`config.mk`:
```
export PLATFORM = sky130hd
export DESIGN_NAME = stick_keys_to_sbus_frame
export DESIGN_NICKNAME = d
export VERILOG_FILES = /design/src/design/sksbus_pkg.sv /design/src/design/sksbus_front.sv /design/src/design/sksbus_fifo.sv /design/src/design/sksbus_ser.sv /design/src/design/stick_keys_to_sbus_frame.sv
export SDC_FILE = /design/constraint.sdc
export NUM_CORES = 1
export LEC_CHECK = 0
export ABC_AREA = 0
export BUFFER_PORTS_ARGS = -buffer_cell sky130_fd_sc_hd__buf_4
export CAP_MARGIN = 10
export CORE_AREA = 8 8 217 219
export DETAILED_ROUTE_END_ITERATION = 6
export DIE_AREA = 0 0 225 227
export PLACE_DENSITY_LB_ADDON = 0.2
export SYNTH_ARGS = -nofsm -noshare
export SYNTH_HDL_FRONTEND = slang
export SYNTH_SLANG_ARGS = --single-unit
```
`constraint.sdc`:
```
create_clock -name clk -period 24.1 [get_ports clk]
set_input_delay 4.82 -clock clk [delete_from_list [all_inputs] [get_ports clk]]
set_output_delay 4.82 -clock clk [all_outputs]
set_load 0.01 [all_outputs]
```
`src/design/sksbus_pkg.sv`:
```
package sksbus_pkg;

    // Port widths fixed by the item format
    localparam int ADC_W      = 10;
    localparam int KEY_W      = 8;
    localparam int CH_W       = 11;
    localparam int CH_COUNT   = 16;
    localparam int FRAME_BITS = CH_W * CH_COUNT;
    localparam int DATA_BYTES = FRAME_BITS / 8;
    localparam int STICKS     = 4;

    localparam logic [7:0]      HEADER_BYTE = 8'h0F;
    localparam logic [CH_W-1:0] CH_FULL     = 11'h7FF;
    localparam logic [4:0]      LAST_POS    = 5'd24;

    // Configuration register indexes and reset values
    localparam logic [1:0] REG_CENTER = 2'd0;
    localparam logic [1:0] REG_HIGH   = 2'd1;
    localparam logic [1:0] REG_LOW    = 2'd2;

    localparam logic [9:0]      CENTER_RST = 10'd512;
    localparam logic [CH_W-1:0] HIGH_RST   = 11'd1900;
    localparam logic [CH_W-1:0] LOW_RST    = 11'd50;

    typedef enum logic [2:0] {
        OP_SAMPLE     = 3'd0,
        OP_CAL_CLEAR  = 3'd1,
        OP_CAL_SAMPLE = 3'd2,
        OP_CAL_FINISH = 3'd3,
        OP_KEY_SCAN   = 3'd4,
        OP_EMIT       = 3'd5
    } op_t;

    typedef logic [FRAME_BITS-1:0] frame_t;

    typedef struct packed {
        logic full;
        logic empty;
    } fifo_status_t;

endpackage

```
`src/design/sksbus_front.sv`:
```
module sksbus_front
    import sksbus_pkg::*;
#(
    parameter int ADC_BITS  = 10,
    parameter int KEY_COUNT = 8
)
(
    input  logic               clk,
    input  logic               rst_n,
    input  logic               in_valid,
    output logic               in_ready,
    input  logic [2:0]         operation,
    input  logic [ADC_W-1:0]   adc_left_h,
    input  logic [ADC_W-1:0]   adc_left_v,
    input  logic [ADC_W-1:0]   adc_right_h,
    input  logic [ADC_W-1:0]   adc_right_v,
    input  logic [KEY_W-1:0]   key_levels,
    input  logic               cfg_we,
    input  logic [1:0]         cfg_index,
    input  logic [CH_W-1:0]    cfg_wdata,
    input  fifo_status_t       q_status,
    output logic               push,
    output frame_t             push_frame
);

    localparam logic [15:0] ADC_MASK = 16'((32'd1 << ADC_BITS) - 32'd1);

    logic [9:0]      center_reg;
    logic [CH_W-1:0] high_reg;
    logic [CH_W-1:0] low_reg;

    logic [15:0] avg_reg  [STICKS];
    logic [15:0] avg_next [STICKS];
    logic [15:0] cal_reg  [STICKS];
    logic [15:0] cal_next [STICKS];
    logic [15:0] off_reg  [STICKS];
    logic [15:0] off_next [STICKS];
    logic [KEY_W-1:0] held_reg;
    logic [KEY_W-1:0] held_next;
    logic [KEY_W-1:0] parity_reg;
    logic [KEY_W-1:0] parity_next;

    logic [15:0] adc_ext  [STICKS];
    logic [16:0] avg_sum  [STICKS];
    logic [16:0] cal_sum  [STICKS];
    logic [15:0] emit_sum [STICKS];
    logic [15:0] emit_avg [STICKS];
    logic [15:0] fin_off  [STICKS];
    logic [KEY_W-1:0] scan_held;
    logic [KEY_W-1:0] scan_parity;
    logic [CH_W-1:0]  ch [CH_COUNT];
    logic accept;

    assign in_ready = !q_status.full;
    assign accept   = in_valid && in_ready;
    assign push     = accept && (operation == OP_EMIT);

    // Mask samples to the converter width
    assign adc_ext[0] = 16'(adc_left_h)  & ADC_MASK;
    assign adc_ext[1] = 16'(adc_left_v)  & ADC_MASK;
    assign adc_ext[2] = 16'(adc_right_h) & ADC_MASK;
    assign adc_ext[3] = 16'(adc_right_v) & ADC_MASK;

    // Per-stick datapath: running averages, offset, emit scaling
    for (genvar c = 0; c < STICKS; c++) begin : g_stick
        assign avg_sum[c]  = {1'b0, avg_reg[c]} + {1'b0, adc_ext[c]};
        assign cal_sum[c]  = {1'b0, cal_reg[c]} + {1'b0, adc_ext[c]};
        assign fin_off[c]  = {6'd0, center_reg} - cal_reg[c];
        assign emit_sum[c] = avg_reg[c] + off_reg[c];
        assign emit_avg[c] = {emit_sum[c][14:0], 1'b0};
    end

    // Key edge detect: only keys 1..KEY_COUNT-1 are scanned
    for (genvar k = 0; k < KEY_W; k++) begin : g_key
        if (k >= 1 && k < KEY_COUNT) begin : g_scan
            assign scan_held[k]   = !key_levels[k];
            assign scan_parity[k] = parity_reg[k] ^ (!key_levels[k] && !held_reg[k]);
        end
        else begin : g_idle
            assign scan_held[k]   = held_reg[k];
            assign scan_parity[k] = parity_reg[k];
        end
    end

    // Select state updates by operation
    always_comb
    begin
        avg_next    = avg_reg;
        cal_next    = cal_reg;
        off_next    = off_reg;
        held_next   = held_reg;
        parity_next = parity_reg;
        if (accept)
        begin
            case (operation)
                OP_SAMPLE:
                begin
                    for (int c = 0; c < STICKS; c++)
                        avg_next[c] = avg_sum[c][16:1];
                end
                OP_CAL_CLEAR:
                begin
                    for (int c = 0; c < STICKS; c++)
                        cal_next[c] = 16'd0;
                end
                OP_CAL_SAMPLE:
                begin
                    for (int c = 0; c < STICKS; c++)
                        cal_next[c] = cal_sum[c][16:1];
                end
                OP_CAL_FINISH:
                begin
                    for (int c = 0; c < STICKS; c++)
                        off_next[c] = fin_off[c];
                end
                OP_KEY_SCAN:
                begin
                    held_next   = scan_held;
                    parity_next = scan_parity;
                end
                OP_EMIT:
                begin
                    for (int c = 0; c < STICKS; c++)
                        avg_next[c] = emit_avg[c];
                end
                default:
                begin
                    avg_next = avg_reg;
                end
            endcase
        end
    end

    // Form the sixteen channels from the post-emit averages
    always_comb
    begin
        for (int c = 0; c < CH_COUNT; c++)
            ch[c] = CH_FULL;
        if (held_reg[1])
        begin
            ch[0] = high_reg;
            ch[1] = high_reg;
            ch[2] = low_reg;
            ch[3] = high_reg;
        end
        else
        begin
            for (int c = 0; c < STICKS; c++)
                ch[c] = emit_avg[c][CH_W-1:0];
        end
        if (held_reg[2])
        begin
            ch[0] = low_reg;
            ch[1] = high_reg;
        end
        for (int k = 3; k < 8; k++)
            ch[k+3] = parity_reg[k] ? low_reg : high_reg;
    end

    // Pack channels LSB first
    always_comb
    begin
        for (int c = 0; c < CH_COUNT; c++)
            push_frame[c*CH_W +: CH_W] = ch[c];
    end

    // Hold stick and key state
    always_ff @(posedge clk or negedge rst_n)
    begin
        if (!rst_n)
        begin
            for (int c = 0; c < STICKS; c++)
            begin
                avg_reg[c] <= 16'd0;
                cal_reg[c] <= 16'd0;
                off_reg[c] <= 16'd0;
            end
            held_reg   <= '0;
            parity_reg <= '0;
        end
        else
        begin
            avg_reg    <= avg_next;
            cal_reg    <= cal_next;
            off_reg    <= off_next;
            held_reg   <= held_next;
            parity_reg <= parity_next;
        end
    end

    // Configuration registers
    always_ff @(posedge clk or negedge rst_n)
    begin
        if (!rst_n)
        begin
            center_reg <= CENTER_RST;
            high_reg   <= HIGH_RST;
            low_reg    <= LOW_RST;
        end
        else if (cfg_we)
        begin
            case (cfg_index)
                REG_CENTER: center_reg <= cfg_wdata[9:0];
                REG_HIGH:   high_reg   <= cfg_wdata;
                REG_LOW:    low_reg    <= cfg_wdata;
                default:    center_reg <= center_reg;
            endcase
        end
    end

    // Key 0 is never scanned
    a_key0_idle: assert property (@(posedge clk) disable iff (!rst_n)
        !held_reg[0] && !parity_reg[0])
        else $error("key 0 state changed");

    // A scan press of key 1 toggles parity when the key was released
    a_press_toggle: assert property (@(posedge clk) disable iff (!rst_n)
        (accept && operation == OP_KEY_SCAN && !key_levels[1] && !held_reg[1])
        |=> (held_reg[1] && parity_reg[1] != $past(parity_reg[1])))
        else $error("press edge did not toggle parity");

    // Emit only when the queue has room
    a_push_room: assert property (@(posedge clk) disable iff (!rst_n)
        push |-> !q_status.full)
        else $error("frame pushed into full queue");

endmodule

```
`src/design/sksbus_fifo.sv`:
```
module sksbus_fifo
    import sksbus_pkg::*;
(
    input  logic         clk,
    input  logic         rst_n,
    input  logic         push,
    input  frame_t       push_frame,
    input  logic         pop,
    output frame_t       head_frame,
    output fifo_status_t status
);

    frame_t slot0_reg;
    frame_t slot1_reg;
    logic [1:0] count_reg;
    logic [1:0] count_next;

    assign head_frame   = slot0_reg;
    assign status.full  = (count_reg == 2'd2);
    assign status.empty = (count_reg == 2'd0);

    assign count_next = count_reg + {1'b0, push} - {1'b0, pop};

    // Occupancy count
    always_ff @(posedge clk or negedge rst_n)
    begin
        if (!rst_n)
            count_reg <= 2'd0;
        else
            count_reg <= count_next;
    end

    // Two-slot shift queue, head always in slot0
    always_ff @(posedge clk)
    begin
        if (pop)
        begin
            slot0_reg <= (push && count_reg == 2'd1) ? push_frame : slot1_reg;
            if (push && count_reg == 2'd2)
                slot1_reg <= push_frame;
        end
        else if (push)
        begin
            if (count_reg == 2'd0)
                slot0_reg <= push_frame;
            else
                slot1_reg <= push_frame;
        end
    end

    a_pop_nonempty: assert property (@(posedge clk) disable iff (!rst_n)
        pop |-> !status.empty)
        else $error("pop from empty queue");

    a_push_lands: assert property (@(posedge clk) disable iff (!rst_n)
        (push && !pop) |=> (count_reg != 2'd0))
        else $error("pushed frame lost");

    a_count_range: assert property (@(posedge clk) disable iff (!rst_n)
        count_reg != 2'd3)
        else $error("queue overflow");

endmodule

```
`src/design/sksbus_ser.sv`:
```
module sksbus_ser
    import sksbus_pkg::*;
(
    input  logic         clk,
    input  logic         rst_n,
    input  frame_t       head_frame,
    input  fifo_status_t q_status,
    output logic         pop,
    output logic         out_valid,
    input  logic         out_ready,
    output logic [7:0]   frame_byte,
    output logic [4:0]   byte_position,
    output logic         last_byte
);

    logic [4:0] pos_reg;
    logic [4:0] pos_next;
    logic       valid_reg;
    logic       valid_next;
    logic [7:0] byte_reg;
    logic [7:0] byte_next;
    logic [4:0] opos_reg;
    logic       last_reg;
    logic       load;
    logic       advance;
    logic [7:0] data_bytes [DATA_BYTES];
    logic [4:0] data_idx;

    for (genvar b = 0; b < DATA_BYTES; b++) begin : g_bytes
        assign data_bytes[b] = head_frame[b*8 +: 8];
    end

    assign advance  = !valid_reg || out_ready;
    assign load     = advance && !q_status.empty;
    assign pop      = load && (pos_reg == LAST_POS);
    assign data_idx = pos_reg - 5'd1;

    // Pick the byte at the current frame position
    always_comb
    begin
        if (pos_reg == 5'd0)
            byte_next = HEADER_BYTE;
        else if (pos_reg <= 5'(DATA_BYTES))
            byte_next = data_bytes[data_idx];
        else
            byte_next = 8'd0;
    end

    // Advance the position, wrap after the last byte
    always_comb
    begin
        pos_next   = pos_reg;
        valid_next = valid_reg;
        if (advance)
            valid_next = !q_status.empty;
        if (load)
            pos_next = (pos_reg == LAST_POS) ? 5'd0 : pos_reg + 5'd1;
    end

    always_ff @(posedge clk or negedge rst_n)
    begin
        if (!rst_n)
        begin
            pos_reg   <= 5'd0;
            valid_reg <= 1'b0;
        end
        else
        begin
            pos_reg   <= pos_next;
            valid_reg <= valid_next;
        end
    end

    // Output beat register
    always_ff @(posedge clk)
    begin
        if (load)
        begin
            byte_reg <= byte_next;
            opos_reg <= pos_reg;
            last_reg <= (pos_reg == LAST_POS);
        end
    end

    assign out_valid     = valid_reg;
    assign frame_byte    = byte_reg;
    assign byte_position = opos_reg;
    assign last_byte     = last_reg;

    a_wrap: assert property (@(posedge clk) disable iff (!rst_n)
        pop |=> (pos_reg == 5'd0 && valid_reg && last_reg))
        else $error("frame did not close on last byte");

    a_header: assert property (@(posedge clk) disable iff (!rst_n)
        (valid_reg && opos_reg == 5'd0) |-> (byte_reg == HEADER_BYTE))
        else $error("bad header byte");

    a_trailer: assert property (@(posedge clk) disable iff (!rst_n)
        (valid_reg && opos_reg > 5'(DATA_BYTES)) |-> (byte_reg == 8'd0))
        else $error("nonzero trailer byte");

endmodule

```
`src/design/stick_keys_to_sbus_frame.sv`:
```
// Stick/key to SBUS frame encoder.
// Ops 0-4 update state at the accept edge. An emit's frame is registered in the queue, then
// in the serializer's beat register, and leaves one beat per cycle while out_ready is high.
// Throughput: one item per cycle while the queue is not full; a two-frame queue decouples
// intake from the byte serializer, which drains one 25-beat frame at a time.
// Reset clears averages, offsets and key state and loads register defaults.
module stick_keys_to_sbus_frame
    import sksbus_pkg::*;
#(
    parameter int ADC_BITS  = 10,
    parameter int KEY_COUNT = 8
)
(
    input  logic             clk,
    input  logic             rst_n,
    input  logic             in_valid,
    output logic             in_ready,
    input  logic [2:0]       operation,
    input  logic [ADC_W-1:0] adc_left_h,
    input  logic [ADC_W-1:0] adc_left_v,
    input  logic [ADC_W-1:0] adc_right_h,
    input  logic [ADC_W-1:0] adc_right_v,
    input  logic [KEY_W-1:0] key_levels,
    output logic             out_valid,
    input  logic             out_ready,
    output logic [7:0]       frame_byte,
    output logic [4:0]       byte_position,
    output logic             last_byte,
    input  logic             cfg_we,
    input  logic [1:0]       cfg_index,
    input  logic [CH_W-1:0]  cfg_wdata
);

    fifo_status_t q_status;
    frame_t       push_frame;
    frame_t       head_frame;
    logic         push;
    logic         pop;

    sksbus_front #(
        .ADC_BITS  (ADC_BITS),
        .KEY_COUNT (KEY_COUNT)
    ) u_front (
        .clk         (clk),
        .rst_n       (rst_n),
        .in_valid    (in_valid),
        .in_ready    (in_ready),
        .operation   (operation),
        .adc_left_h  (adc_left_h),
        .adc_left_v  (adc_left_v),
        .adc_right_h (adc_right_h),
        .adc_right_v (adc_right_v),
        .key_levels  (key_levels),
        .cfg_we      (cfg_we),
        .cfg_index   (cfg_index),
        .cfg_wdata   (cfg_wdata),
        .q_status    (q_status),
        .push        (push),
        .push_frame  (push_frame)
    );

    sksbus_fifo u_fifo (
        .clk        (clk),
        .rst_n      (rst_n),
        .push       (push),
        .push_frame (push_frame),
        .pop        (pop),
        .head_frame (head_frame),
        .status     (q_status)
    );

    sksbus_ser u_ser (
        .clk           (clk),
        .rst_n         (rst_n),
        .head_frame    (head_frame),
        .q_status      (q_status),
        .pop           (pop),
        .out_valid     (out_valid),
        .out_ready     (out_ready),
        .frame_byte    (frame_byte),
        .byte_position (byte_position),
        .last_byte     (last_byte)
    );

endmodule

```
### After elaboration in Yosys (flattened, before gate mapping)

Cells that the tools add are included.

* register bits after elaboration: 608
* input port bits: 69
* logic and storage cells: 140

* $lt $le $gt $ge: 2
* bitwise gates (word level): 9
* mux-type cells: 22
* add/subtract/negate cells: 20
* equal/unequal tests: 12
* reduce and logical (&&, ||, !) cells: 49

Operator list (count)
* 176-bit two-way mux: 8
* 64-bit case mux with 2 select lines: 2
* 16-bit by 10-bit adder with 17-bit output: 8
* 15-bit adder: 4
* 10-bit by 15-bit subtractor with 15-bit output: 4
* 11-bit two-way mux: 5
* 44-bit two-way mux: 1
* 8-bit binary-select mux with 5-bit select: 1
* 22-bit two-way mux: 1
* 1-bit logical NOT: 17
* 8-bit two-way mux: 2
* 2-bit AND reduction: 8
* 1-bit logical AND: 13
* 2-bit nonzero test: 4
* 1-bit bitwise XOR: 7
* 3-bit by 2-bit == test with 1-bit output (second input constant): 2
* 3-bit == test (second input constant): 2
* 6-bit >= comparator (second input constant): 1
* 5-bit inverter with 6-bit output: 1
* 5-bit by 1-bit adder with 5-bit output (second input constant): 1
* 5-bit == test (second input constant): 1
* 5-bit less-or-equal comparator (second input constant): 1
* 5-bit logical NOT: 1
* 5-bit two-way mux: 1
* other kinds (14): 18

### Logic depth before layout (Yosys ltp)

* word-level depth: 7
* gate-level depth with buffers: 13
* gate-level depth less buffers: 10

### Modules after synthesis

Synthesis repeated with hierarchy kept, for this count alone.

* cells, all modules: 3616
* area total of the unflattened synthesis: 38145.3 um^2

By module, submodules not included
* sksbus_front: area each 18985.7 um^2, seq. area each 5819.3 um^2, times used 1, cells each 2203
* sksbus_fifo: area each 16636.0 um^2, seq. area each 10620.2 um^2, times used 1, cells each 1188
* sksbus_ser: area each 2523.7 um^2, seq. area each 570.5 um^2, times used 1, cells each 225

### Least setup slack after synthesis

Ideal clock, no wire load.

* path kind: in2reg
* start point: input operation[0]
* end point: register u_fifo.slot1_reg[0], enable pin
* path slack: 10.702 ns
* stages: 8
* data arrival time: 12.719 ns
* path through: buf_2 > xnor2_1 > nand4b_2 > nor2_4 > inv_2 > clkbuf_8 > ha_1 > nor3_1

* word-level cells in the longest chain between the ends: 5
* elaborated cells on any way between the ends: 6
* those cells by class: eq/ne (2); reduce/logical (4)

RTL lines
* from (decl): line stick_keys_to_sbus_frame.sv:18 `input logic [2:0] operation,`
* 3-bit == test *: line sksbus_front.sv:56 `assign push = accept && (operation == OP_EMIT);`
* 1-bit logical AND *: line sksbus_front.sv:56
* 1-bit logical AND: line sksbus_fifo.sv:39 `if (push && count_reg == 2'd2)`
* 2-bit != test (no line)
* 3-bit AND reduction (no line) *
* to (signal assigned): line sksbus_fifo.sv:40 `slot1_reg <= push_frame;`
* to (signal assigned): line sksbus_fifo.sv:47 `slot1_reg <= push_frame;`
* to (decl): line sksbus_fifo.sv:14 `frame_t slot1_reg;`

Every way passes the cells marked *; elsewhere a longest branch is shown, timed or not.
A chain may end at the register's enable or synchronous reset.

### Worst setup path in the final report

* start point: input operation[0]
* end point: register u_fifo.slot1_reg[22], enable pin

The elaborated chain is that of the path after synthesis.

==> impl_metrics.env <==
export IMPL_fmax_mhz=118
export IMPL_route_detailed_wl_per_inst_um=22.1
export IMPL_worstMarginPinSlew_ns=1.06
export IMPL_worst_path_max_fanout=76
export IMPL_hp_class="flip-flop to flip-flop"
export IMPL_gp_congestion=0.906
export IMPL_cts_num_sinks=452
export IMPL_ys_flop_type="dfrtp_1"
export IMPL_crit_path_end_kind="flip-flop"
export IMPL_ff2ff_path_depth=8
export IMPL_hold_viol_final=0
export IMPL_pwr_share_clk=0.174
export IMPL_avgViaCountPerCell=6.45
export IMPL_drive_gt1_frac=0.134
export IMPL_cts_hold_buf=0
export IMPL_antenna_left=0
export IMPL_syn_num_nets=2923
export IMPL_cellLeakagePower_nw=12.5
export IMPL_drt_pass1_iter_count=6
export IMPL_cts_root_buffer="clkbuf_16"
export IMPL_ir_drop_mv=0.0929
export IMPL_syn_cell_area_mm2=0.0279
export IMPL_drc=0
export IMPL_netlist_top_cells_count="253 x nand2_1, 229 x dfrtp_1, 212 x edfxtp_1"
export IMPL_ys_types=93
export IMPL_wl_mm=73.7
export IMPL_status="completed"
export IMPL_yosysTopAreaCell="edfxtp_1"
export IMPL_core_mm2=0.0436
export IMPL_post_dp_hpwl_mm=51.0
export IMPL_die_area_mm2=0.0511
export IMPL_fillers=3220
export IMPL_grt_max_degree=110
export IMPL_track_usage=0.288
export IMPL_rsz0062_at_grt="no"
export IMPL_dp_slack_ns=15.06
export IMPL_final_setup_worst_slack_ns=15.61
export IMPL_crit_chain="buf_4 -> nand2_1 -> or2_2 -> buf_4 -> nor2_4 -> inv_2 -> ha_1 -> nor3_2 -> buf_4 -> buf_4"
export IMPL_die_y_um=227
export IMPL_n_antenna_cell=0
export IMPL_postLayoutCellArea_mm2=0.0305
export IMPL_cpMostUsedCell="buf_4"
export IMPL_final_nets=2962
export IMPL_yosys_warnings=0
export IMPL_drtIter0Drc=2010
export IMPL_seqPwrFrac=0.309
export IMPL_ys_seq_elements=452
export IMPL_tritoncts="done"
export IMPL_cts_buffers=48
export IMPL_max_slew_margin=0.291
export IMPL_cts_resized=0
export IMPL_internal_power_mw=2.51
export IMPL_slew_violations=0
export IMPL_first_global_vias=21002
export IMPL_grt_pass1_wl_mm=116
export IMPL_p_switching_mw=1.82
export IMPL_yosys_area_top_type_share=0.228
export IMPL_final_seq_area_mm2=0.0124
export IMPL_drv_cap=0
export IMPL_async_flop_share=0.531
export IMPL_overflow=0
export IMPL_p_total_mw=4.33
export IMPL_synth_edf_count=212
export IMPL_power_density_mw_per_mm2=142
export IMPL_clk_latency_ns=0.61
export IMPL_cts_htree_levels=2
export IMPL_cp_start_kind="input pin"
export IMPL_yosysMostFrequentCell="nand2_1"
export IMPL_syn_inst=2663
export IMPL_setup_viol=0
export IMPL_numPortBuffers=83
export IMPL_instances_no_fill=3332
export IMPL_rows=77
export IMPL_min_path_cells=2
export IMPL_multiInputGateArea_mm2=0.0146
export IMPL_placed_area_mm2=0.0289
export IMPL_cp_data_arrival_time_ns=8.69
export IMPL_fin_crit_sh=0.352
export IMPL_io_pins=85
export IMPL_clockBufferDepth=3
export IMPL_slowest_delay_ns=0.87
export IMPL_whs_ns=0.489
export IMPL_final_setup_tns_ns=0
export IMPL_clkTransAtPathRegs_ns=0.06
export IMPL_comb_power_share=0.517
export IMPL_start_util=0.638
export IMPL_postCtsSetupBuffers=0
export IMPL_worstSetupPathType="input pin to flip-flop"
export IMPL_areaGrowthSynthToFinish_pct=9.63
export IMPL_avgSynthCellArea_um2=10.5
export IMPL_antenna_found_initial=1
export IMPL_p_sw_frac=0.420
export IMPL_place_inst=3244
export IMPL_dieWidth_um=225
export IMPL_skew_ns=0.0272
export IMPL_yosys_top_cells_area="edfxtp_1 23%, dfrtp_1 21%, ha_1 7.9%"
export IMPL_cp_slowest_cell="buf_4"
export IMPL_ys_seq_area_frac=0.445
export IMPL_routed_via_count=21496
export IMPL_fin_crit_ns=8.49
export IMPL_crit_required_ns=24.30
export IMPL_fin_util=0.700
==> cells by family (layout without fill, tap and decap cells) <==
group | count (synthesis) | in the layout | share of synthesized area
mux | 233 | 233 | 0.0998
compound gates | 699 | 699 | 0.161
simple gates | 712 | 712 | 0.120
xor+xnor | 166 | 166 | 0.0522
flops | 452 | 452 | 0.445
buf+inv | 210 | 287 | 0.0325
fa+ha+maj | 191 | 191 | 0.0901
==> worst max-delay path, delay by kind of cell <==
kind,cells,cell delay (ns)
buffers and inverters,5,2.17
and+or+nand+nor,4,1.23
adders and majority gates,1,0.41
==> area by class of cell <==
| type | instances | area share |
|---|---|---|
| tap | 592 | 0.0243 |
| clock buffer | 75 | 0.0489 |
| timing repair buffer | 108 | 0.0268 |
| sequential | 452 | 0.405 |
| clock inverter | 13 | 0.00483 |
| multi-input combinational | 2001 | 0.479 |
| inverter | 91 | 0.0112 |
==> power by group through the flow <==
stage          sequential [mW]  combinational (mW)  clock, mW
2_1_floorplan             1.24                1.71          0
3_3_place_gp              1.34                2.10          0
3_5_place_dp              1.35                2.19          0
4_1_cts                   1.33                2.22      0.764
5_1_grt                   1.36                2.45      0.792
6_report                  1.34                2.24      0.754
==> metal layers <==
metal,vias to the layer above,track usage,part of all wire
li1,9937,-,-
met1,10589,0.371,0.41
met2,789,0.484,0.48
met3,181,0.0371,0.062
met4,0,0.129,0.048
met5,-,0,0
==> final timing paths <==
check	start	endpoint	slack, ns
max in group asynchronous	rst_n	u_front.cal_reg[0]	17.56
setup reg to reg	u_fifo.count_reg[0]	u_fifo.slot1_reg[22]	19.53
min in group asynchronous	rst_n	u_front.cal_reg[47]	4.29
setup / recovery	operation[0]	u_fifo.slot1_reg[22]	15.61
hold / removal	u_front.held_reg[6]	u_front.held_reg[6]	0.49
hold reg to reg	u_front.held_reg[6]	u_front.held_reg[6]	0.49
==> layout by cell type, fill, tap and decap left out, types with 25 or more instances in the layout <==
master	n
clkbuf_16	51
mux2_1	72
a31oi_1	29
o21a_1	30
nor2b_1	27
mux2i_1	27
o21ai_0	210
inv_1	87
xnor2_1	97
buf_4	107
nand2_1	252
nand3_1	52
ha_1	175
xor2_1	69
mux2_2	117
edfxtp_1	212
dfrtp_1	229
o22ai_1	48
nor3_1	59
a211oi_1	25
a21o_1	48
nand2b_1	28
nor2_1	169
a21oi_1	132
Power figures use the tool's default switching activity.
